--- config.mk ---
export PLATFORM = sky130hd
export DESIGN_NAME = draw_command_stream_validator
export DESIGN_NICKNAME = d
export VERILOG_FILES = /design/src/rtl/dcsv_pkg.sv /design/src/rtl/draw_command_stream_validator.sv /design/src/rtl/dcsv_parser.sv /design/src/rtl/dcsv_out_fifo.sv
export SDC_FILE = /design/constraint.sdc
export NUM_CORES = 2
export LEC_CHECK = 0
export CAP_MARGIN = 20
export CORE_MARGIN = 2
export CORE_UTILIZATION = 65
export CTS_CLUSTER_DIAMETER = 150
export DETAILED_ROUTE_END_ITERATION = 8
export DONT_BUFFER_PORTS = 1
export GPL_TIMING_DRIVEN = 0
export MAX_ROUTING_LAYER = met4
export PLACE_DENSITY = 0.77
export RECOVER_POWER = 50
export SLEW_MARGIN = 25
export SYNTH_ARGS = -nofsm -noshare
export SYNTH_HDL_FRONTEND = slang
export SYNTH_HIERARCHICAL = 1
export SYNTH_SLANG_ARGS = --single-unit
--- constraint.sdc ---
create_clock -name i_clk -period 18.7 [get_ports i_clk]
set_clock_uncertainty 0.15 [all_clocks]
set_input_delay 0.935 -clock i_clk [delete_from_list [all_inputs] [get_ports i_clk]]
set_output_delay 0.935 -clock i_clk [all_outputs]
set_load 0.005 [all_outputs]
--- src/rtl/dcsv_pkg.sv ---
// Types and constants of the draw command stream validator.
// No dependencies; imported by the top level, the parser and the output buffer.
package dcsv_pkg;

    localparam int CFG_INDEX_BITS = 2;
    localparam int CFG_DATA_BITS  = 16;

    localparam logic [CFG_INDEX_BITS-1:0] REG_FRAME_WIDTH  = 2'd0;
    localparam logic [CFG_INDEX_BITS-1:0] REG_FRAME_HEIGHT = 2'd1;

    localparam logic [31:0] STREAM_MAGIC   = 32'h4458_3131;
    localparam logic [31:0] STREAM_VERSION = 32'd1;
    localparam logic [31:0] REC_BASE_WORDS = 32'd8;
    localparam logic [7:0]  ALPHA_FULL     = 8'hff;

    localparam logic [1:0] OP_NONE  = 2'd0;
    localparam logic [1:0] OP_CLEAR = 2'd1;
    localparam logic [1:0] OP_RECT  = 2'd2;
    localparam logic [1:0] OP_IMAGE = 2'd3;

    localparam logic [1:0] PH_HEADER  = 2'd0;
    localparam logic [1:0] PH_RECORD  = 2'd1;
    localparam logic [1:0] PH_PAYLOAD = 2'd2;
    localparam logic [1:0] PH_DONE    = 2'd3;

    // Word positions inside the header.
    localparam logic [2:0] HDR_MAGIC   = 3'd0;
    localparam logic [2:0] HDR_VERSION = 3'd1;
    localparam logic [2:0] HDR_COUNT   = 3'd2;
    localparam logic [2:0] HDR_TOTAL   = 3'd3;

    // Word positions inside a record.
    localparam logic [2:0] REC_OP      = 3'd0;
    localparam logic [2:0] REC_LENGTH  = 3'd1;
    localparam logic [2:0] REC_X       = 3'd2;
    localparam logic [2:0] REC_Y       = 3'd3;
    localparam logic [2:0] REC_W       = 3'd4;
    localparam logic [2:0] REC_H       = 3'd5;
    localparam logic [2:0] REC_ARG     = 3'd6;
    localparam logic [2:0] REC_PAYLOAD = 3'd7;

    typedef struct packed {
        logic [15:0] width;
        logic [15:0] height;
    } t_frame_cfg;

    typedef struct packed {
        logic valid;
        logic ok;
    } t_result;

endpackage

--- src/rtl/draw_command_stream_validator.sv ---
// Top level of the draw command stream validator.
// Depends on dcsv_pkg, dcsv_parser and dcsv_out_fifo.
//
// Usage: the input channel (i_in_valid / o_in_stall) carries one stream word per
// transaction: its low 32 bits, a flag for nonzero upper bits and a last-word
// mark. The output channel (o_out_valid / i_out_stall) carries one verdict per
// stream, o_stream_ok, produced by the transaction that carries the last word.
// Words without the last-word mark produce no output transaction.
// Each word is checked in the cycle it is accepted; the verdict is written into
// a two-entry result buffer, from whose registers it is offered; one word is
// taken per cycle while the input is not stalled.
// A stalled receiver does not slow the input until both buffer entries hold
// verdicts; the input is then stalled until an entry is taken.
// The frame size registers are written through i_cfg_wr_en, i_cfg_index and
// i_cfg_data; the user must do so only while no stream is in progress, which the
// block does not enforce. Writes to unknown indices are ignored. Reset sets the
// frame to 1 by 1 pixel, empties the result buffer and returns the parser to the
// header start; after each verdict the parser returns there, frame size kept.
module draw_command_stream_validator import dcsv_pkg::*; #(
    parameter int COUNT_BITS = 32
) (
    input  logic                      i_clk,
    input  logic                      i_rst_n,
    input  logic                      i_in_valid,
    output logic                      o_in_stall,
    input  logic [31:0]               i_word_value,
    input  logic                      i_upper_nonzero,
    input  logic                      i_last_word,
    output logic                      o_out_valid,
    input  logic                      i_out_stall,
    output logic                      o_stream_ok,
    input  logic                      i_cfg_wr_en,
    input  logic [CFG_INDEX_BITS-1:0] i_cfg_index,
    input  logic [CFG_DATA_BITS-1:0]  i_cfg_data
);

    t_frame_cfg r_frame;
    t_result    result;
    logic       accept;
    logic       full;

    // The stall is taken straight from the buffer fill state, never from valid.
    assign o_in_stall = full;
    assign accept     = i_in_valid & ~o_in_stall;

    always_ff @(posedge i_clk) begin
        if (!i_rst_n) begin
            r_frame.width  <= 16'd1;
            r_frame.height <= 16'd1;
        end else if (i_cfg_wr_en) begin
            case (i_cfg_index)
                REG_FRAME_WIDTH:  r_frame.width  <= i_cfg_data;
                REG_FRAME_HEIGHT: r_frame.height <= i_cfg_data;
                default: begin
                end
            endcase
        end
    end

    dcsv_parser #(
        .COUNT_BITS(COUNT_BITS)
    ) u_parser (
        .i_clk          (i_clk),
        .i_rst_n        (i_rst_n),
        .i_accept       (accept),
        .i_word_value   (i_word_value),
        .i_upper_nonzero(i_upper_nonzero),
        .i_last_word    (i_last_word),
        .i_frame        (r_frame),
        .o_result       (result)
    );

    dcsv_out_fifo u_out_fifo (
        .i_clk      (i_clk),
        .i_rst_n    (i_rst_n),
        .i_result   (result),
        .i_out_stall(i_out_stall),
        .o_out_valid(o_out_valid),
        .o_stream_ok(o_stream_ok),
        .o_full     (full)
    );

endmodule

--- src/rtl/dcsv_parser.sv ---
// Stream parser of the validator: header and record state, checks and verdict.
// Depends on dcsv_pkg.
module dcsv_parser import dcsv_pkg::*; #(
    parameter int COUNT_BITS = 32
) (
    input  logic        i_clk,
    input  logic        i_rst_n,
    input  logic        i_accept,
    input  logic [31:0] i_word_value,
    input  logic        i_upper_nonzero,
    input  logic        i_last_word,
    input  t_frame_cfg  i_frame,
    output t_result     o_result
);

    localparam int CW = COUNT_BITS + 1;

    logic [CW-1:0] r_word_count, n_word_count;
    logic [31:0]   r_hdr_count, n_hdr_count;
    logic [31:0]   r_hdr_total, n_hdr_total;
    logic [31:0]   r_cmds_done, n_cmds_done;
    logic [1:0]    r_phase, n_phase;
    logic [2:0]    r_slot, n_slot;
    logic [1:0]    r_op, n_op;
    logic [31:0]   r_rec_len, n_rec_len;
    logic [31:0]   r_rect_x, n_rect_x;
    logic [31:0]   r_rect_y, n_rect_y;
    logic [31:0]   r_rect_w, n_rect_w;
    logic [31:0]   r_rect_h, n_rect_h;
    logic          r_arg_nz, n_arg_nz;
    logic [31:0]   r_payload_left, n_payload_left;
    logic          r_failed, n_failed;
    logic [31:0]   r_area;

    logic [31:0] frame_w;
    logic [31:0] frame_h;
    logic        rect_ok;
    logic        first;
    logic        len_bad;
    logic        rec_bad;
    logic [31:0] cmds_inc;
    logic        ok;

    assign frame_w  = {16'd0, i_frame.width};
    assign frame_h  = {16'd0, i_frame.height};
    assign cmds_inc = r_cmds_done + 32'd1;
    assign first    = (r_cmds_done == 32'd0);

    assign rect_ok = (r_rect_w != 32'd0) && (r_rect_h != 32'd0) &&
                     (r_rect_x <= frame_w) && (r_rect_y <= frame_h) &&
                     (r_rect_w <= frame_w - r_rect_x) && (r_rect_h <= frame_h - r_rect_y);

    assign len_bad = (r_rec_len < REC_BASE_WORDS) ||
                     (r_rec_len != i_word_value + REC_BASE_WORDS);

    // A rectangle inside the frame has both sides below 2^16, so the 16x16
    // product held in r_area is exact whenever it matters.
    always_comb begin
        case (r_op)
            OP_CLEAR: begin
                rec_bad = (r_rec_len != REC_BASE_WORDS) || (i_word_value != 32'd0) ||
                          ((r_rect_x | r_rect_y | r_rect_w | r_rect_h) != 32'd0);
            end
            OP_RECT: begin
                rec_bad = (r_rec_len != REC_BASE_WORDS) || (i_word_value != 32'd0) ||
                          !rect_ok || first;
            end
            OP_IMAGE: begin
                rec_bad = r_arg_nz || !rect_ok || (r_area != i_word_value) ||
                          (first && ((r_rect_x != 32'd0) || (r_rect_y != 32'd0) ||
                                     (r_rect_w != frame_w) || (r_rect_h != frame_h)));
            end
            default: begin
                rec_bad = 1'b1;
            end
        endcase
        rec_bad = rec_bad || len_bad;
    end

    always_comb begin
        n_word_count   = r_word_count;
        n_hdr_count    = r_hdr_count;
        n_hdr_total    = r_hdr_total;
        n_cmds_done    = r_cmds_done;
        n_phase        = r_phase;
        n_slot         = r_slot;
        n_op           = r_op;
        n_rec_len      = r_rec_len;
        n_rect_x       = r_rect_x;
        n_rect_y       = r_rect_y;
        n_rect_w       = r_rect_w;
        n_rect_h       = r_rect_h;
        n_arg_nz       = r_arg_nz;
        n_payload_left = r_payload_left;
        n_failed       = r_failed;
        ok             = 1'b0;

        if (i_accept) begin
            if (!r_word_count[COUNT_BITS]) begin
                n_word_count = r_word_count + CW'(1);
            end
            n_failed = r_failed | i_upper_nonzero;
            if (!n_failed) begin
                case (r_phase)
                    PH_HEADER: begin
                        case (r_slot)
                            HDR_MAGIC: begin
                                if (i_word_value != STREAM_MAGIC) n_failed = 1'b1;
                            end
                            HDR_VERSION: begin
                                if (i_word_value != STREAM_VERSION) n_failed = 1'b1;
                            end
                            HDR_COUNT: begin
                                n_hdr_count = i_word_value;
                                if (i_word_value == 32'd0) n_failed = 1'b1;
                            end
                            default: begin
                                n_hdr_total = i_word_value;
                            end
                        endcase
                        if (r_slot >= HDR_TOTAL) begin
                            n_slot  = HDR_MAGIC;
                            n_phase = PH_RECORD;
                        end else begin
                            n_slot = r_slot + 3'd1;
                        end
                    end
                    PH_RECORD: begin
                        case (r_slot)
                            REC_OP: begin
                                if (i_word_value == {30'd0, OP_CLEAR} ||
                                    i_word_value == {30'd0, OP_RECT} ||
                                    i_word_value == {30'd0, OP_IMAGE}) begin
                                    n_op = i_word_value[1:0];
                                end else begin
                                    n_op     = OP_NONE;
                                    n_failed = 1'b1;
                                end
                            end
                            REC_LENGTH: n_rec_len = i_word_value;
                            REC_X:      n_rect_x  = i_word_value;
                            REC_Y:      n_rect_y  = i_word_value;
                            REC_W:      n_rect_w  = i_word_value;
                            REC_H:      n_rect_h  = i_word_value;
                            REC_ARG:    n_arg_nz  = (i_word_value != 32'd0);
                            default: begin
                            end
                        endcase
                        if (r_slot == REC_PAYLOAD) begin
                            if (rec_bad) begin
                                n_failed = 1'b1;
                            end else if (i_word_value != 32'd0) begin
                                n_payload_left = i_word_value;
                                n_phase        = PH_PAYLOAD;
                            end else begin
                                n_cmds_done = cmds_inc;
                                n_slot      = REC_OP;
                                n_phase     = (cmds_inc == r_hdr_count) ? PH_DONE : PH_RECORD;
                            end
                        end else begin
                            n_slot = r_slot + 3'd1;
                        end
                    end
                    PH_PAYLOAD: begin
                        if (i_word_value[31:24] != ALPHA_FULL) begin
                            n_failed = 1'b1;
                        end else begin
                            n_payload_left = r_payload_left - 32'd1;
                            if (r_payload_left == 32'd1) begin
                                n_cmds_done = cmds_inc;
                                n_slot      = REC_OP;
                                n_phase     = (cmds_inc == r_hdr_count) ? PH_DONE : PH_RECORD;
                            end
                        end
                    end
                    default: begin
                        n_failed = 1'b1;
                    end
                endcase
            end

            if (i_last_word) begin
                ok = !n_failed && (n_phase == PH_DONE) && !n_word_count[COUNT_BITS] &&
                     ({1'b0, n_hdr_total} == 33'(n_word_count));
                n_word_count   = '0;
                n_hdr_count    = '0;
                n_hdr_total    = '0;
                n_cmds_done    = '0;
                n_phase        = PH_HEADER;
                n_slot         = HDR_MAGIC;
                n_op           = OP_NONE;
                n_rec_len      = '0;
                n_rect_x       = '0;
                n_rect_y       = '0;
                n_rect_w       = '0;
                n_rect_h       = '0;
                n_arg_nz       = 1'b0;
                n_payload_left = '0;
                n_failed       = 1'b0;
            end
        end
    end

    assign o_result.valid = i_accept & i_last_word;
    assign o_result.ok    = ok;

    always_ff @(posedge i_clk) begin
        if (!i_rst_n) begin
            r_word_count   <= '0;
            r_hdr_count    <= '0;
            r_hdr_total    <= '0;
            r_cmds_done    <= '0;
            r_phase        <= PH_HEADER;
            r_slot         <= HDR_MAGIC;
            r_op           <= OP_NONE;
            r_rec_len      <= '0;
            r_rect_x       <= '0;
            r_rect_y       <= '0;
            r_rect_w       <= '0;
            r_rect_h       <= '0;
            r_arg_nz       <= 1'b0;
            r_payload_left <= '0;
            r_failed       <= 1'b0;
        end else begin
            r_word_count   <= n_word_count;
            r_hdr_count    <= n_hdr_count;
            r_hdr_total    <= n_hdr_total;
            r_cmds_done    <= n_cmds_done;
            r_phase        <= n_phase;
            r_slot         <= n_slot;
            r_op           <= n_op;
            r_rec_len      <= n_rec_len;
            r_rect_x       <= n_rect_x;
            r_rect_y       <= n_rect_y;
            r_rect_w       <= n_rect_w;
            r_rect_h       <= n_rect_h;
            r_arg_nz       <= n_arg_nz;
            r_payload_left <= n_payload_left;
            r_failed       <= n_failed;
        end
    end

    // The height is stored at least two transactions before the payload length
    // word, so the area registered every cycle is current when it is compared.
    always_ff @(posedge i_clk) begin
        r_area <= r_rect_w[15:0] * r_rect_h[15:0];
    end

endmodule

--- src/rtl/dcsv_out_fifo.sv ---
// Two-entry result buffer that decouples the parser from the receiver.
// Depends on dcsv_pkg.
module dcsv_out_fifo import dcsv_pkg::*; (
    input  logic    i_clk,
    input  logic    i_rst_n,
    input  t_result i_result,
    input  logic    i_out_stall,
    output logic    o_out_valid,
    output logic    o_stream_ok,
    output logic    o_full
);

    logic       r_data [2];
    logic       r_wr_ptr;
    logic       r_rd_ptr;
    logic [1:0] r_count;
    logic       pop;

    assign o_out_valid = (r_count != 2'd0);
    assign o_stream_ok = r_data[r_rd_ptr];
    assign o_full      = (r_count == 2'd2);
    assign pop         = o_out_valid & ~i_out_stall;

    always_ff @(posedge i_clk) begin
        if (!i_rst_n) begin
            r_wr_ptr <= 1'b0;
            r_rd_ptr <= 1'b0;
            r_count  <= 2'd0;
        end else begin
            if (i_result.valid) begin
                r_wr_ptr <= ~r_wr_ptr;
            end
            if (pop) begin
                r_rd_ptr <= ~r_rd_ptr;
            end
            case ({i_result.valid, pop})
                2'b10:   r_count <= r_count + 2'd1;
                2'b01:   r_count <= r_count - 2'd1;
                default: r_count <= r_count;
            endcase
        end
    end

    always_ff @(posedge i_clk) begin
        if (i_result.valid) begin
            r_data[r_wr_ptr] <= i_result.ok;
        end
    end

endmodule

==> reports/metrics.csv <==
metric;value;unit
Design Area, Final;0.0361;mm²
share of cells above drive strength 1;0.0391;
Starting Density;0.657;
CTS Root Cell;clkbuf_16;
Post-Syn Area;0.0337;mm²
first-pass GRT wire length;164000;µm
max incr delay on CP;0.73;ns
pre-CTS setup slack;11.15;ns
initial antenna violation count;2;
RSZ-0062 raised after global routing;false;
Hold Vio Cnt, Final;0;
final worst setup slack;11.00;ns
Clock Sinks;401;
CTS tree;done;
Required @ worst endpoint;19.00;ns
Core Util, Final;0.703;
#FFs+latches synth;401;
Slew Limit Fails;0;
sequential share of the synthesized area;0.239;
Setup-failing EPs final;0;
Die H;232;µm
cell row count;83;
HP Class;reg2reg;
global routing's busiest layer;met2;
Yosys Warn Count;6;
Clock Path Buffers;3;
Max-cap violations;0;
GR Util met3;0.0619;
Largest register FFs;33;
setup bufs post-CTS;0;
routed wire length;109000;µm
Post-DP Area;0.0346;mm²
Routed wire per std cell;22.2;µm
Iteration-0 DRC Markers;3689;
Worst path slowest cell;a2111oi_2;
Post-synth EDFFs;2;
Die Area;0.0537;mm²
# IOs;60;
CP Class;reg2reg;
CTS resizes;0;
syn avg cell area;8.14;µm²
status;finished clean;
nets@finish;4661;
final worst-path cycle share;0.412;
post-DP HPWL;80900;µm
Remaining DRCs;0;
Clock Latency Late Sink;0.60;ns
synthesized instance count;4143;
M2 GR Usage;0.619;
met1 usage in global routing;0.527;
Startpoint Class;flop;
H-tree levels;2;
routability cong.;1.01;
top_reg_cell synth;dfxtp_1;
final antenna-violating net count;0;
Buf+Inv Stages, Crit Path;3;
P&R area growth vs syn;7.06;%
Synth cell types;103;
DR vias/cell;6.26;
peak supply drop;0.0900;mV
global route total overflow;0;
P_leak;0.0146;µW
PnR Total Power;2320;µW
largest net degree at the start of global routing;14;
Biggest register;u_parser/r_word_count;
Clock Pin Slew Worst Setup and Hold Paths;0.06;ns
area of the core;0.0513;mm²
Setup crit end kind;flop;
Worst Tran Pin Value;1.21;ns
setup_tns;0;ns
CTS Buf Count;46;
die width;232;µm
vias in the first global route;28440;
Worst path top cell family by delay;compound AO/OA/AOI/OAI gates;
hold buffers post-CTS;0;
Worst Path Arrival;8.00;ns
total number of vias;30726;
DR pass1 iterations;6;
fmax;130;MHz
PortBufs;0;
Total Routing Usage GR;0.409;
max_slew headroom;0.188;
syn nets;4613;
crit path max fanout;6;
Tmin final;7.70;ns
Power per Cell Area;64.2;mW/mm²
asr flop ratio synth;0;
placed cells by master, fill, tap and decap left out, types with 10 or more instances in the layout:
cell	netlist	final
a211oi_1	18	18
a21boi_0	216	217
a21o_1	34	34
a21oi_1	117	117
a22oi_1	37	37
a31oi_1	10	10
and2_0	3	11
and2_1	123	115
and3_1	27	27
and4_1	13	13
buf_1	23	21
clkbuf_1	204	223
clkbuf_16	0	46
clkbuf_8	14	20
dfxtp_1	399	399
fa_1	196	196
ha_1	217	217
inv_1	318	318
mux2i_1	84	84
nand2_1	752	752
nand2b_1	21	21
nand3_1	74	74
nand4_1	82	82
nor2_1	162	160
nor2b_1	113	104
nor3_1	79	79
nor4_1	95	94
o211ai_1	15	15
o21a_1	18	18
o21ai_0	99	99
o22ai_1	17	17
o311ai_0	25	25
o31ai_1	26	26
or2_2	11	11
or3_1	18	18
xnor2_1	188	188
xor2_1	110	110
report_power, final:
group / internal [µW] / switching [µW]
Sequential: 878 / 24.6
Clock: 536 / 390
Combinational: 172 / 314
final cells by class:
class	instances	area, µm²
Inverter	319	1200
Fill cell	4328	15200
Buffer	270	1410
Antenna cell	2	5.00
Clock buffer	64	1280
Clock inverter	18	235
Multi-Input combinational cell	3153	23100
Tap cell	680	851
Sequential cell	401	8050
synthesized netlist by cell type, types with 6 or more instances:
master,instances,area share
o2111ai_1,6,0.0016
nand2b_1,21,0.0039
ha_1,217,0.081
or3_1,18,0.0033
a21o_1,34,0.0076
o31ai_1,26,0.0058
a22oi_1,37,0.0082
nor2b_1,113,0.021
fa_1,196,0.12
nand4_1,82,0.015
o311ai_0,25,0.0065
nor3b_1,7,0.0016
a211oi_1,18,0.0040
inv_1,318,0.035
nor2_1,162,0.018
nand3b_1,9,0.0020
or2_2,11,0.0020
o22ai_1,17,0.0032
mux2i_1,84,0.025
a31oi_1,10,0.0019
o21bai_1,8,0.0018
o21a_1,18,0.0040
a41oi_1,7,0.0018
o211ai_1,15,0.0033
nor3_1,79,0.012
and2_1,123,0.023
dfxtp_1,399,0.24
a311oi_1,8,0.0021
a21boi_0,216,0.048
buf_1,23,0.0026
nand3_1,74,0.011
nor4_1,95,0.018
clkbuf_8,14,0.0057
o21ai_0,99,0.015
xor2_1,110,0.029
a21oi_1,117,0.017
or4_1,9,0.0020
o21ai_1,9,0.0013
nand2_1,752,0.084
buf_6,8,0.0027
and4_1,13,0.0034
xnor2_1,188,0.049
clkbuf_1,204,0.023
and3_1,27,0.0050
cells by family after synthesis:
family          Yosys count  share of synthesized area
fa+ha+maj               413                      0.197
flops                   401                      0.239
simple gates           1635                      0.235
xor+xnor                298                     0.0774
compound gates          721                      0.148
buf+inv                 589                     0.0780
mux                      86                     0.0256
path summary, 6_finish.rpt:
check	start	endpoint	slack [ns]	cells past startpoint
hold / removal	u_parser/r_hdr_count[3]$_SDFFE_PN0P_	u_parser/r_hdr_count[3]$_SDFFE_PN0P_	0.33	2
setup reg to reg	r_frame[0]$_SDFFE_PN1P_	u_out_fifo/r_data[0]$_DFFE_PP_	11.00	25
hold reg to reg	u_parser/r_hdr_count[3]$_SDFFE_PN0P_	u_parser/r_hdr_count[3]$_SDFFE_PN0P_	0.33	2
setup / recovery	r_frame[0]$_SDFFE_PN1P_	u_out_fifo/r_data[0]$_DFFE_PP_	11.00	25
worst register-to-register path, stage by stage (launching register included):
cell and delay [ns]:
dfxtp_1 0.46, inv_1 0.09, ha_1 0.22, inv_1 0.07, fa_1 0.20, a21o_1 0.13, a21oi_1 0.11, o21a_1 0.25
o21ai_0 0.34, a31oi_1 0.24, o21ai_0 0.40, nand2b_1 0.26, nor3_1 0.34, nand2_1 0.11, xnor2_1 0.13, ha_1 0.29
nand4_1 0.13, nor4_1 0.59, and3_1 0.33, nor4_1 0.11, a2111oi_0 0.47, a41oi_1 0.40, nor4_1 0.52, o21ai_0 0.24
a2111oi_2 0.73, buf_4 0.23
per-stage QoR:
| stage | hold WS [ns] | std cells |
|---|---|---|
| 3_5_place_dp | 0.323 | 4823 |
| 5_1_grt | 0.326 | 4906 |
| 4_1_cts | 0.315 | 4905 |
| 2_1_floorplan | 0.291 | 4143 |
| 3_3_place_gp | 0.307 | 4823 |
| 6_report | 0.326 | 4907 |
per-layer routing:
layer	vias up	routed length (µm)
met3	401	10700
met1	14544	43600
met2	1678	47600
met4	0	7080
li1	14103	-
met5	-	0
Power figures use the tool's default switching activity.
